<file path="src/rtl/core/sorted_list_engine_assert.svh">
// Assertion macros shared by the sorted list engine RTL.
`ifndef SORTED_LIST_ENGINE_ASSERT_SVH
`define SORTED_LIST_ENGINE_ASSERT_SVH

// Same-cycle implication, sampled on clk, off while in reset.
`define SLE_ASSERT_NOW(label, ante, cons, msg) \
	label: assert property (@(posedge clk) disable iff (!arst_n) (ante) |-> (cons)) \
		else $error(msg);

// Next-cycle implication, sampled on clk, off while in reset.
`define SLE_ASSERT_NEXT(label, ante, cons, msg) \
	label: assert property (@(posedge clk) disable iff (!arst_n) (ante) |=> (cons)) \
		else $error(msg);

`endif

</file>
<file path="src/rtl/core/sle_pkg.sv">
// Shared types and constants for the sorted list engine.
package sle_pkg;

	localparam int CAPACITY = 16;
	localparam int DATA_W   = 32;
	localparam int ADDR_W   = (CAPACITY > 1) ? $clog2(CAPACITY) : 1;
	localparam int CNT_W    = $clog2(CAPACITY + 1);

	// fixed widths of the result fields
	localparam int IDX_OUT_W = 4;
	localparam int CNT_OUT_W = 5;

	typedef enum logic [1:0] {
		KIND_INSERT = 2'd0,
		KIND_POP    = 2'd1,
		KIND_REMOVE = 2'd2,
		KIND_SEARCH = 2'd3
	} kind_t;

	typedef struct packed {
		kind_t                     kind;
		logic signed [DATA_W-1:0]  value;
	} req_t;

	typedef struct packed {
		logic                      ok;
		logic signed [DATA_W-1:0]  popped_value;
		logic [IDX_OUT_W-1:0]      found_index;
		logic [CNT_OUT_W-1:0]      removed_count;
		logic [CNT_OUT_W-1:0]      fill_level;
	} rsp_t;

endpackage

</file>
<file path="src/rtl/core/sle_store.sv">
// Entry memory: one write port, one read port, registered read data.
module sle_store (
	input  logic                              clk,
	input  logic                              we,
	input  logic [sle_pkg::ADDR_W-1:0]        waddr,
	input  logic signed [sle_pkg::DATA_W-1:0] wdata,
	input  logic                              re,
	input  logic [sle_pkg::ADDR_W-1:0]        raddr,
	output logic signed [sle_pkg::DATA_W-1:0] rdata
);
	import sle_pkg::*;

	logic signed [DATA_W-1:0] mem_q [CAPACITY];

	// write port
	always_ff @(posedge clk) begin
		if (we) begin
			mem_q[waddr] <= wdata;
		end
	end

	// read port, read data registered while re is high
	always_ff @(posedge clk) begin
		if (re) begin
			rdata <= mem_q[raddr];
		end
	end

endmodule

</file>
<file path="src/rtl/core/sorted_list_engine.sv">
// Sorted list engine: ascending list of signed values held in one entry memory.
// Each item runs from an accepted start to one strobe; a full-list insert or an empty-list pop
// is answered straight from idle, without touching the entry memory.
// One item at a time, busy high meanwhile; the single memory read port moves one
// entry per cycle. The result is shown for one cycle.
// Reset clears the fill count and control; entry memory is left as is, no sweep.
module sorted_list_engine (
	input  logic           clk,
	input  logic           arst_n,
	input  logic           start,
	output logic           busy,
	input  sle_pkg::req_t  req,
	output logic           strobe,
	output sle_pkg::rsp_t  rsp
);
	import sle_pkg::*;

	`include "sorted_list_engine_assert.svh"

	typedef enum logic [5:0] {
		ST_IDLE   = 6'b000001,
		ST_INS    = 6'b000010,
		ST_SCAN   = 6'b000100,
		ST_POP_RD = 6'b001000,
		ST_POP_WT = 6'b010000,
		ST_COPY   = 6'b100000
	} state_t;

	state_t                   state_q, state_d;
	logic [CNT_W-1:0]         cnt_q, cnt_d;
	logic                     pend_q, pend_d;
	logic                     strobe_q, strobe_d;
	logic [CNT_W-1:0]         ptr_q, ptr_d;
	logic [CNT_W-1:0]         idx_s1, idx_d;
	logic [CNT_W-1:0]         k_q, k_d;
	logic signed [DATA_W-1:0] val_q, val_d;
	kind_t                    kind_q, kind_d;
	logic signed [DATA_W-1:0] popped_q, popped_d;
	rsp_t                     rsp_q, rsp_d;

	logic                     re_c, we_c;
	logic [ADDR_W-1:0]        raddr_c, waddr_c;
	logic signed [DATA_W-1:0] wdata_c, rdata;

	logic [CNT_W-1:0]         ptr_m1_c, ptr_m2_c, copy_dst_c, cnt_p1_c;
	logic                     full_c, stop_c;

	sle_store u_store (
		.clk   (clk),
		.we    (we_c),
		.waddr (waddr_c),
		.wdata (wdata_c),
		.re    (re_c),
		.raddr (raddr_c),
		.rdata (rdata)
	);

	assign busy   = (state_q != ST_IDLE);
	assign strobe = strobe_q;
	assign rsp    = rsp_q;

	assign ptr_m1_c   = ptr_q - CNT_W'(1);
	assign ptr_m2_c   = ptr_q - CNT_W'(2);
	assign copy_dst_c = idx_s1 - k_q;
	assign cnt_p1_c   = cnt_q + CNT_W'(1);
	assign full_c     = (cnt_q == CNT_W'(CAPACITY));

	// scan stops at the first entry >= threshold, or at the first match
	assign stop_c = pend_q && ((kind_q == KIND_REMOVE) ? !(rdata < val_q) : (rdata == val_q));

	// sequencer: reads run one entry per cycle, each write follows in the cycle after its read.
	// Shifts move away from the read pointer, so no write hits a later read.
	always_comb begin
		state_d  = state_q;
		cnt_d    = cnt_q;
		pend_d   = 1'b0;
		strobe_d = 1'b0;
		ptr_d    = ptr_q;
		idx_d    = idx_s1;
		k_d      = k_q;
		val_d    = val_q;
		kind_d   = kind_q;
		popped_d = popped_q;
		rsp_d    = rsp_q;
		re_c     = 1'b0;
		raddr_c  = '0;
		we_c     = 1'b0;
		waddr_c  = '0;
		wdata_c  = val_q;

		case (state_q)
			ST_IDLE: begin
				if (start) begin
					val_d  = req.value;
					kind_d = req.kind;
					ptr_d  = '0;
					rsp_d  = '0;
					case (req.kind)
						KIND_INSERT: begin
							if (full_c) begin
								strobe_d         = 1'b1;
								rsp_d.fill_level = CNT_OUT_W'(cnt_q);
							end else begin
								ptr_d   = cnt_q;
								state_d = ST_INS;
							end
						end
						KIND_POP: begin
							if (cnt_q == '0) begin
								strobe_d         = 1'b1;
								rsp_d.fill_level = CNT_OUT_W'(cnt_q);
							end else begin
								state_d = ST_POP_RD;
							end
						end
						KIND_REMOVE, KIND_SEARCH: begin
							state_d = ST_SCAN;
						end
						default: begin
							state_d = ST_IDLE;
						end
					endcase
				end
			end

			// walk down from the tail, moving entries >= value up by one
			ST_INS: begin
				if (pend_q) begin
					we_c    = 1'b1;
					waddr_c = ptr_q[ADDR_W-1:0];
					if (rdata >= val_q) begin
						wdata_c = rdata;
						ptr_d   = ptr_m1_c;
						if (ptr_q > CNT_W'(1)) begin
							re_c    = 1'b1;
							raddr_c = ptr_m2_c[ADDR_W-1:0];
							pend_d  = 1'b1;
						end
					end else begin
						wdata_c          = val_q;
						cnt_d            = cnt_p1_c;
						strobe_d         = 1'b1;
						rsp_d.ok         = 1'b1;
						rsp_d.fill_level = CNT_OUT_W'(cnt_p1_c);
						state_d          = ST_IDLE;
					end
				end else if (ptr_q == '0) begin
					we_c             = 1'b1;
					waddr_c          = '0;
					wdata_c          = val_q;
					cnt_d            = cnt_p1_c;
					strobe_d         = 1'b1;
					rsp_d.ok         = 1'b1;
					rsp_d.fill_level = CNT_OUT_W'(cnt_p1_c);
					state_d          = ST_IDLE;
				end else begin
					re_c    = 1'b1;
					raddr_c = ptr_m1_c[ADDR_W-1:0];
					pend_d  = 1'b1;
				end
			end

			// forward scan for remove-below and search
			ST_SCAN: begin
				if (stop_c) begin
					if (kind_q == KIND_REMOVE) begin
						if (idx_s1 == '0) begin
							strobe_d         = 1'b1;
							rsp_d.ok         = 1'b1;
							rsp_d.fill_level = CNT_OUT_W'(cnt_q);
							state_d          = ST_IDLE;
						end else begin
							k_d     = idx_s1;
							ptr_d   = idx_s1;
							state_d = ST_COPY;
						end
					end else begin
						strobe_d          = 1'b1;
						rsp_d.ok          = 1'b1;
						rsp_d.found_index = IDX_OUT_W'(idx_s1);
						rsp_d.fill_level  = CNT_OUT_W'(cnt_q);
						state_d           = ST_IDLE;
					end
				end else if (ptr_q < cnt_q) begin
					re_c    = 1'b1;
					raddr_c = ptr_q[ADDR_W-1:0];
					idx_d   = ptr_q;
					ptr_d   = ptr_q + CNT_W'(1);
					pend_d  = 1'b1;
				end else if (!pend_q) begin
					// every entry seen without a stop
					strobe_d = 1'b1;
					state_d  = ST_IDLE;
					if (kind_q == KIND_REMOVE) begin
						cnt_d               = '0;
						rsp_d.ok            = 1'b1;
						rsp_d.removed_count = CNT_OUT_W'(cnt_q);
						rsp_d.fill_level    = '0;
					end else begin
						rsp_d.fill_level = CNT_OUT_W'(cnt_q);
					end
				end
			end

			ST_POP_RD: begin
				re_c    = 1'b1;
				raddr_c = '0;
				pend_d  = 1'b1;
				state_d = ST_POP_WT;
			end

			ST_POP_WT: begin
				popped_d = rdata;
				k_d      = CNT_W'(1);
				ptr_d    = CNT_W'(1);
				state_d  = ST_COPY;
			end

			// move entries k..n-1 down to 0..n-k-1
			ST_COPY: begin
				if (pend_q) begin
					we_c    = 1'b1;
					waddr_c = copy_dst_c[ADDR_W-1:0];
					wdata_c = rdata;
				end
				if (ptr_q < cnt_q) begin
					re_c    = 1'b1;
					raddr_c = ptr_q[ADDR_W-1:0];
					idx_d   = ptr_q;
					ptr_d   = ptr_q + CNT_W'(1);
					pend_d  = 1'b1;
				end else if (!pend_q) begin
					cnt_d            = cnt_q - k_q;
					strobe_d         = 1'b1;
					rsp_d.ok         = 1'b1;
					rsp_d.fill_level = CNT_OUT_W'(cnt_q - k_q);
					if (kind_q == KIND_POP) begin
						rsp_d.popped_value = popped_q;
					end else begin
						rsp_d.removed_count = CNT_OUT_W'(k_q);
					end
					state_d = ST_IDLE;
				end
			end

			default: begin
				state_d = ST_IDLE;
			end
		endcase
	end

	// control registers
	always_ff @(posedge clk or negedge arst_n) begin
		if (!arst_n) begin
			state_q  <= ST_IDLE;
			cnt_q    <= '0;
			pend_q   <= 1'b0;
			strobe_q <= 1'b0;
		end else begin
			state_q  <= state_d;
			cnt_q    <= cnt_d;
			pend_q   <= pend_d;
			strobe_q <= strobe_d;
		end
	end

	// working and result registers
	always_ff @(posedge clk) begin
		ptr_q    <= ptr_d;
		idx_s1   <= idx_d;
		k_q      <= k_d;
		val_q    <= val_d;
		kind_q   <= kind_d;
		popped_q <= popped_d;
		rsp_q    <= rsp_d;
	end

	// checks
	`SLE_ASSERT_NOW(a_strobe_idle, strobe_q, state_q == ST_IDLE, "result shown while busy")
	`SLE_ASSERT_NOW(a_cnt_bound, 1'b1, cnt_q <= CNT_W'(CAPACITY), "fill count past capacity")
	`SLE_ASSERT_NEXT(a_accept_acts, start && !busy, busy || strobe_q, "item accepted but dropped")
	`SLE_ASSERT_NOW(a_write_busy, we_c, state_q != ST_IDLE, "memory written while idle")
	`SLE_ASSERT_NOW(a_copy_order, we_c && re_c && (state_q == ST_COPY), waddr_c < raddr_c,
		"copy write overtakes read")

endmodule

</file>
<file path="config.mk">
export PLATFORM = sky130hd
export DESIGN_NAME = sorted_list_engine
export DESIGN_NICKNAME = d
export VERILOG_FILES = /design/src/rtl/core/sle_pkg.sv /design/src/rtl/core/sle_store.sv /design/src/rtl/core/sorted_list_engine.sv
export VERILOG_INCLUDE_DIRS = /design/src /design/src/rtl/core
export SDC_FILE = /design/constraint.sdc
export NUM_CORES = 1
export LEC_CHECK = 0
export BUFFER_PORTS_ARGS = -buffer_cell sky130_fd_sc_hd__buf_2
export CORE_ASPECT_RATIO = 0.5
export CORE_MARGIN = 5
export CORE_UTILIZATION = 60
export DETAILED_ROUTE_END_ITERATION = 10
export GPL_ROUTABILITY_DRIVEN = 0
export GPL_TIMING_DRIVEN = 0
export PLACE_DENSITY = 0.74
export SYNTH_ARGS = -nofsm -noshare
export SYNTH_HDL_FRONTEND = slang
export SYNTH_SLANG_ARGS = --single-unit
</file>
<file path="constraint.sdc">
create_clock -name clk -period 13.44 [get_ports clk]
set_clock_uncertainty 0.2 [all_clocks]
set_input_delay 1.344 -clock clk [delete_from_list [all_inputs] [get_ports clk]]
set_output_delay 1.344 -clock clk [all_outputs]
set_load 0.01 [all_outputs]
</file>
# ---- Word-level counts from Yosys, hierarchy flattened
# Memories as Yosys holds them, arrays and structs flattened. A register that Yosys moved wholly into a read port is not among the register bits.
# Cells that the tools add are included.
# W data, S select, Z words.
dict set report classes {
  n_addsub 6
  n_eq_ne 38
  n_reduce_logical 26
  n_mux 111
  order_cmp 4
}
# op count
set ops {}
lappend ops {{$mux W5} 29}
lappend ops {{$mux W32} 4}
lappend ops {{$pmux W32 S2} 2}
lappend ops {{$mux W33} 2}
lappend ops {{$mux W6} 11}
lappend ops {{$mux W47} 1}
lappend ops {{$mux W10} 4}
lappend ops {{$mux W4} 10}
lappend ops {{$pmux W6 S6} 1}
lappend ops {{$eq A32 B32 Y1} 1}
lappend ops {{$ge A32 B32 Y1} 1}
lappend ops {{$lt A32 B32 Y1} 1}
lappend ops {{$mux W1} 31}
lappend ops {{$pmux W5 S2} 3}
lappend ops {{$pmux W5 S3} 2}
lappend ops {{$ne A2 B2 Y1 const B} 14}
lappend ops {{$ne A3 B3 Y1 const B} 9}
lappend ops {{$pmux W5 S5} 1}
lappend ops {{$pmux W5 S4} 1}
lappend ops {{$pmux W6 S3} 1}
lappend ops {{$reduce_and A9 Y1} 2}
lappend ops {{$pmux W4 S2} 2}
lappend ops {{$logic_not A5 Y1} 3}
lappend ops {{$pmux W1 S4} 3}
lappend ops {{other kinds (34)} 46}
dict set report totals {
  n_memories 1
  ram_bits 512
  output_inout_bits 49
  register_bits 141
  word_cells 201
  inputBits 37
}
# memory depth width read_ports rd_clocked_by_memory_dff wr line
set memory_table {}
lappend memory_table {u_store.mem_q 16 32 1 1 1 sle_store.sv:13} ;# logic signed [DATA_W-1:0] mem_q [CAPACITY];

# ---- Logic depth before layout (Yosys ltp)
dict set report logic_depth {
  ltp_word 6
  ltp_mapped 16
  mapped_depth_nobuf 13
}

# ---- Modules after synthesis
# Synthesis repeated with hierarchy kept, for this count alone.
dict set report hier_totals {
  cells_unflattened 1451
  hier_area_um2 27602.7
}
# module cells_per_inst area_per_inst_um2 seq_area_each_um2 instances
set modules_own_cells {}
lappend modules_own_cells {sle_store 838 20156.8 16335.7 1}
lappend modules_own_cells {sorted_list_engine 613 7445.9 4170.2 1}

# ---- Worst setup path after synthesis
# OpenSTA, ideal clock, no wires.
dict set report synth_path {
  kind {flip-flop to flip-flop}
  from {reg u_store.rdata[1] (netlist bit) (read register of u_store.mem_q)}
  to {reg u_store.rdata[0] (netlist bit) (read register of u_store.mem_q) (enable)}
  path_buffers 0
  slack_ps 8581
  period_less_slack_ps 4859
  required_ps 12772
  t_arrival_ps 4191
  stages_incl_launch_ff 8
  setup_ps 468
  cell_sequence {edfxtp_1 ha_1 nor2b_1 o211ai_1 a2111oi_0 o31a_1 o31ai_4 o21ai_0}
}
dict set report synth_between {
  elab_chain_len 6
  word_cells_on_any_way 14
  classes_between {2 x order compare; 1 x eq/ne; 9 x mux; 2 x reduce/logical}
}
# item line
set synth_rtl {}
lappend synth_rtl {{start: declaration} sle_store.sv:9} ;# output logic signed [sle_pkg::DATA_W-1:0] rdata
lappend synth_rtl {{$lt A32 B32 Y1} sorted_list_engine.sv:69} ;# assign stop_c = pend_q && ((kind_q == KIND_REMOVE) ? !(rdata < val_q) : (rdata == val_q));
lappend synth_rtl {{$logic_not A1 Y1} sorted_list_engine.sv:69}
lappend synth_rtl {{$mux W1} sorted_list_engine.sv:69}
lappend synth_rtl {{$logic_and A1 B1 Y1} sorted_list_engine.sv:69}
lappend synth_rtl {{$mux W1} --}
lappend synth_rtl {{$pmux W1 S4 (*)} --}
lappend synth_rtl {{net pend_d} sorted_list_engine.sv:31} ;# logic pend_q, pend_d;
# Mark *: on every way through the listed nets, which the timed path passes. The rest lies on a longest branch.
# A chain may end at the register's enable or synchronous reset.

# ---- Worst setup path after layout
dict set report layout_path {
  from {reg u_store.rdata[14] (netlist bit) (read register of u_store.mem_q)}
  to {reg u_store.rdata[16] (netlist bit) (read register of u_store.mem_q), data pin}
}
dict set report layout_between {
  elab_chain_len 6
  word_cells_on_any_way 14
  classes_between {2 x order compare; 1 x eq/ne; 9 x mux; 2 x reduce/logical}
}
# item line
set layout_rtl {}
lappend layout_rtl {{$lt A32 B32 Y1} sorted_list_engine.sv:69}
lappend layout_rtl {{$logic_not A1 Y1} sorted_list_engine.sv:69}
lappend layout_rtl {{$mux W1} sorted_list_engine.sv:69}
lappend layout_rtl {{$logic_and A1 B1 Y1} sorted_list_engine.sv:69}
lappend layout_rtl {{$mux W1 / $mux W4 (equally long branches)} sorted_list_engine.sv:165} ;# if (stop_c) begin
lappend layout_rtl {{$pmux W1 S4 / $pmux W4 S3 (equally long branches)} sorted_list_engine.sv:91} ;# case (state_q)
# Several ways; a longest one is shown, not always the timed one.

==> results.sh <==
export IMPL_status="finished, final reports clean"
export IMPL_synth_warning_count=0
export IMPL_wl_mm=77.4
export IMPL_power_mw=6.27
export IMPL_r2r_setup_slack_ps=7730
export IMPL_die_h_um=165
export IMPL_rows=56
export IMPL_fillCellCount=3156
export IMPL_endpoint_kind="flip-flop"
export IMPL_reg2regPathDepth=11
export IMPL_syn_to_final_growth_pct=12.3
export IMPL_relSlewSlack_pct=19.1
export IMPL_antenna_found_initial=1
export IMPL_dieArea_mm2=0.0528
export IMPL_fp_coreArea_mm2=0.0472
export IMPL_synth_cell_types=68
export IMPL_hp_class="reg2reg"
export IMPL_holdBufCountCts=0
export IMPL_routed_via_density=6.64
export IMPL_cts_buffer_depth=3
export IMPL_final_cell_mix="672 x edfxtp_1, 196 x and3_1, 194 x a211oi_1, 125 x o21ai_0, 113 x nand2_1"
export IMPL_layout_worst_path_cycle_share_pct=42.5
export IMPL_slew_viol_final=0
export IMPL_ys_flop_type="edfxtp_1"
export IMPL_synth_edff_count=672
export IMPL_dr_first_iter_drc_count=2708
export IMPL_die_w_um=320
export IMPL_cts_tree="yes"
export IMPL_clock_sinks=685
export IMPL_seq_area_mm2=0.0205
export IMPL_async_flop_share_pct=1.90
export IMPL_max_vdd_ir_drop_mv=0.116
export IMPL_ys_seq_area_share_pct=71.1
export IMPL_reg2reg_from="u_store.rdata[14]"
export IMPL_cp_max_fo=10
export IMPL_grt_pass1_vias=17894
export IMPL_final_common_cell="edfxtp_1"
export IMPL_cts_resized=0
export IMPL_drv_cap=0
export IMPL_min_period_ps=5710
export IMPL_syn_cell_area_mm2=0.0288
export IMPL_ys_seq_elements=685
export IMPL_syn_avg_cell_area_um2=14.6
export IMPL_num_antenna_cells=0
export IMPL_grt_first_pass_wirelength_mm=113
export IMPL_grt_start_max_net_pins=35
export IMPL_worst_pin_slew_ps=1200
export IMPL_root_buffer="clkbuf_16"
export IMPL_htreeDepth=2
export IMPL_setup_viol=0
export IMPL_hold_viol=0
export IMPL_grt_usage_pct=29.0
export IMPL_power_density_mw_per_mm2=194
export IMPL_wl_per_cell_um=27.4
export IMPL_worstHoldStart="u_store.rdata[0]"
export IMPL_dp_hpwl_mm=53.3
export IMPL_io_pins=86
export IMPL_drtAntennaViolNets=0
export IMPL_reg2reg_to="u_store.rdata[16]"
export IMPL_crit_type="reg2reg"
export IMPL_dr_pass1_iters=8
export IMPL_insertion_delay_ps=600
export IMPL_setup_tns_final_ps=0
export IMPL_drive_gt1_share_pct=12.8
export IMPL_min_path_cells=0
export IMPL_startpoint="u_store.rdata[14]"
export IMPL_io_buffers=85
export IMPL_clk_transition_reported_paths_ps=70
export IMPL_drcViolationCount=0
export IMPL_netlist_instances=1979
export IMPL_fin_util_pct=68.7
export IMPL_synth_fp_nets=2071
export IMPL_nets=2236
export IMPL_initial_core_util_pct=61.1
export IMPL_hold_end="popped_q[0]"
export IMPL_num_vias=18755
export IMPL_gr_total_overflow=0
export IMPL_total_leakage_power_nw=11.3
export IMPL_cts_buffers=57
export IMPL_fin_hold_ws_ps=279
export IMPL_rsz0062_at_grt="false"
export IMPL_required_ps=13600
export IMPL_multi_input_area_mm2=0.00768
export IMPL_start_kind="flip-flop"
export IMPL_post_cts_buffers=0
export IMPL_arrival_ps=5870
export IMPL_fmax_mhz=175
how the worst max path moves through the flow:
| stage | endpoint | slack (ps) |
|---|---|---|
| 3_3_place_gp | pend_q | 4590 |
| 2_1_floorplan | u_store.rdata[0] | 8580 |
| 4_1_cts | u_store.rdata[12] | 7970 |
| 3_5_place_dp | u_store.rdata[12] | 8000 |
| 6_report | u_store.rdata[16] | 7730 |
| 5_1_grt | u_store.rdata[24] | 7550 |
synthesized netlist by cell type, drive strengths merged, types with 8 or more instances:
cell | number | share of area [%]
edfxtp | 672 | 70
inv | 53 | 0.69
and2 | 47 | 1.0
buf | 37 | 0.73
dfrtp | 12 | 1.0
nand2 | 114 | 1.5
clkbuf | 96 | 1.3
nor2 | 53 | 0.72
o31ai | 9 | 0.28
xnor2 | 12 | 0.36
nor4 | 10 | 0.26
and3 | 196 | 4.3
mux2 | 31 | 1.2
and4 | 34 | 1.0
nand3 | 12 | 0.21
nand4 | 12 | 0.26
o22ai | 8 | 0.17
mux2i | 34 | 1.2
a211oi | 196 | 5.1
ha | 53 | 2.3
a32oi | 34 | 1.0
o21ai | 133 | 2.3
a21oi | 33 | 0.57
nor3 | 10 | 0.17
report_power, final:
part           internal (mW)  leakage (nW)  total [mW]  switching, mW
combinational          0.588          4.18        1.96           1.37
sequential              2.63          6.28        2.72         0.0956
clock                  0.847         0.849        1.59          0.744
per-stage QoR:
stage / setup WS [ps] / cell area [µm²] / instances
after global placement: 4590 / 30000 / 2702
after global routing: 7550 / 32400 / 2823
final: 7730 / 32400 / 2823
after floorplan: 8580 / 28800 / 1979
after detailed placement: 8000 / 30600 / 2722
after CTS: 7970 / 32300 / 2822
logic make-up after synthesis:
logic type / share of synthesized area, %
buf+inv: 2.71
flops: 71.1
xor+xnor: 0.486
simple gates: 10.1
compound gates: 10.7
mux: 2.39
fa+ha+maj: 2.44
sequential cells by signal, indices dropped and copies added (netlist names):
signal	cells
popped_q	32
u_store.rdata	32
val_q	32
state_q	6
strobe	1
u_store.mem_q	512
k_q	5
rsp	47
cnt_q	5
pend_q	1
kind_q	2
ptr_q	5
idx_s1	5
layer usage:
metal | wire length, µm | vias up | GRT usage [%]
li1 | - | 8095 | -
met1 | 31000 | 9151 | 42.8
met2 | 32900 | 1330 | 42.3
met3 | 11300 | 175 | 9.05
met4 | 2270 | 4 | 8.20
met5 | 28 | - | 0
worst max-delay path, stage by stage (launching register included):
cell      delay, ps
edfxtp_1        590
ha_1            400
nand4_1         370
or4_1           750
o21ai_1         400
o31ai_4         200
o31ai_1         490
nor2_1          140
nor3_1          920
clkbuf_1        510
o21ai_0         260
and4_1          230
layout make-up:
class                   instances  area share (%)
well taps                     638            2.47
plain buffers                 133            1.80
flip-flops and latches        685            63.3
inverters                      53           0.614
clock buffers                  70            4.62
multi-input cells            1108            23.7
repair buffers                106            2.71
clock inverters                30           0.738
Note: power is estimated with default switching activity, not from simulation.
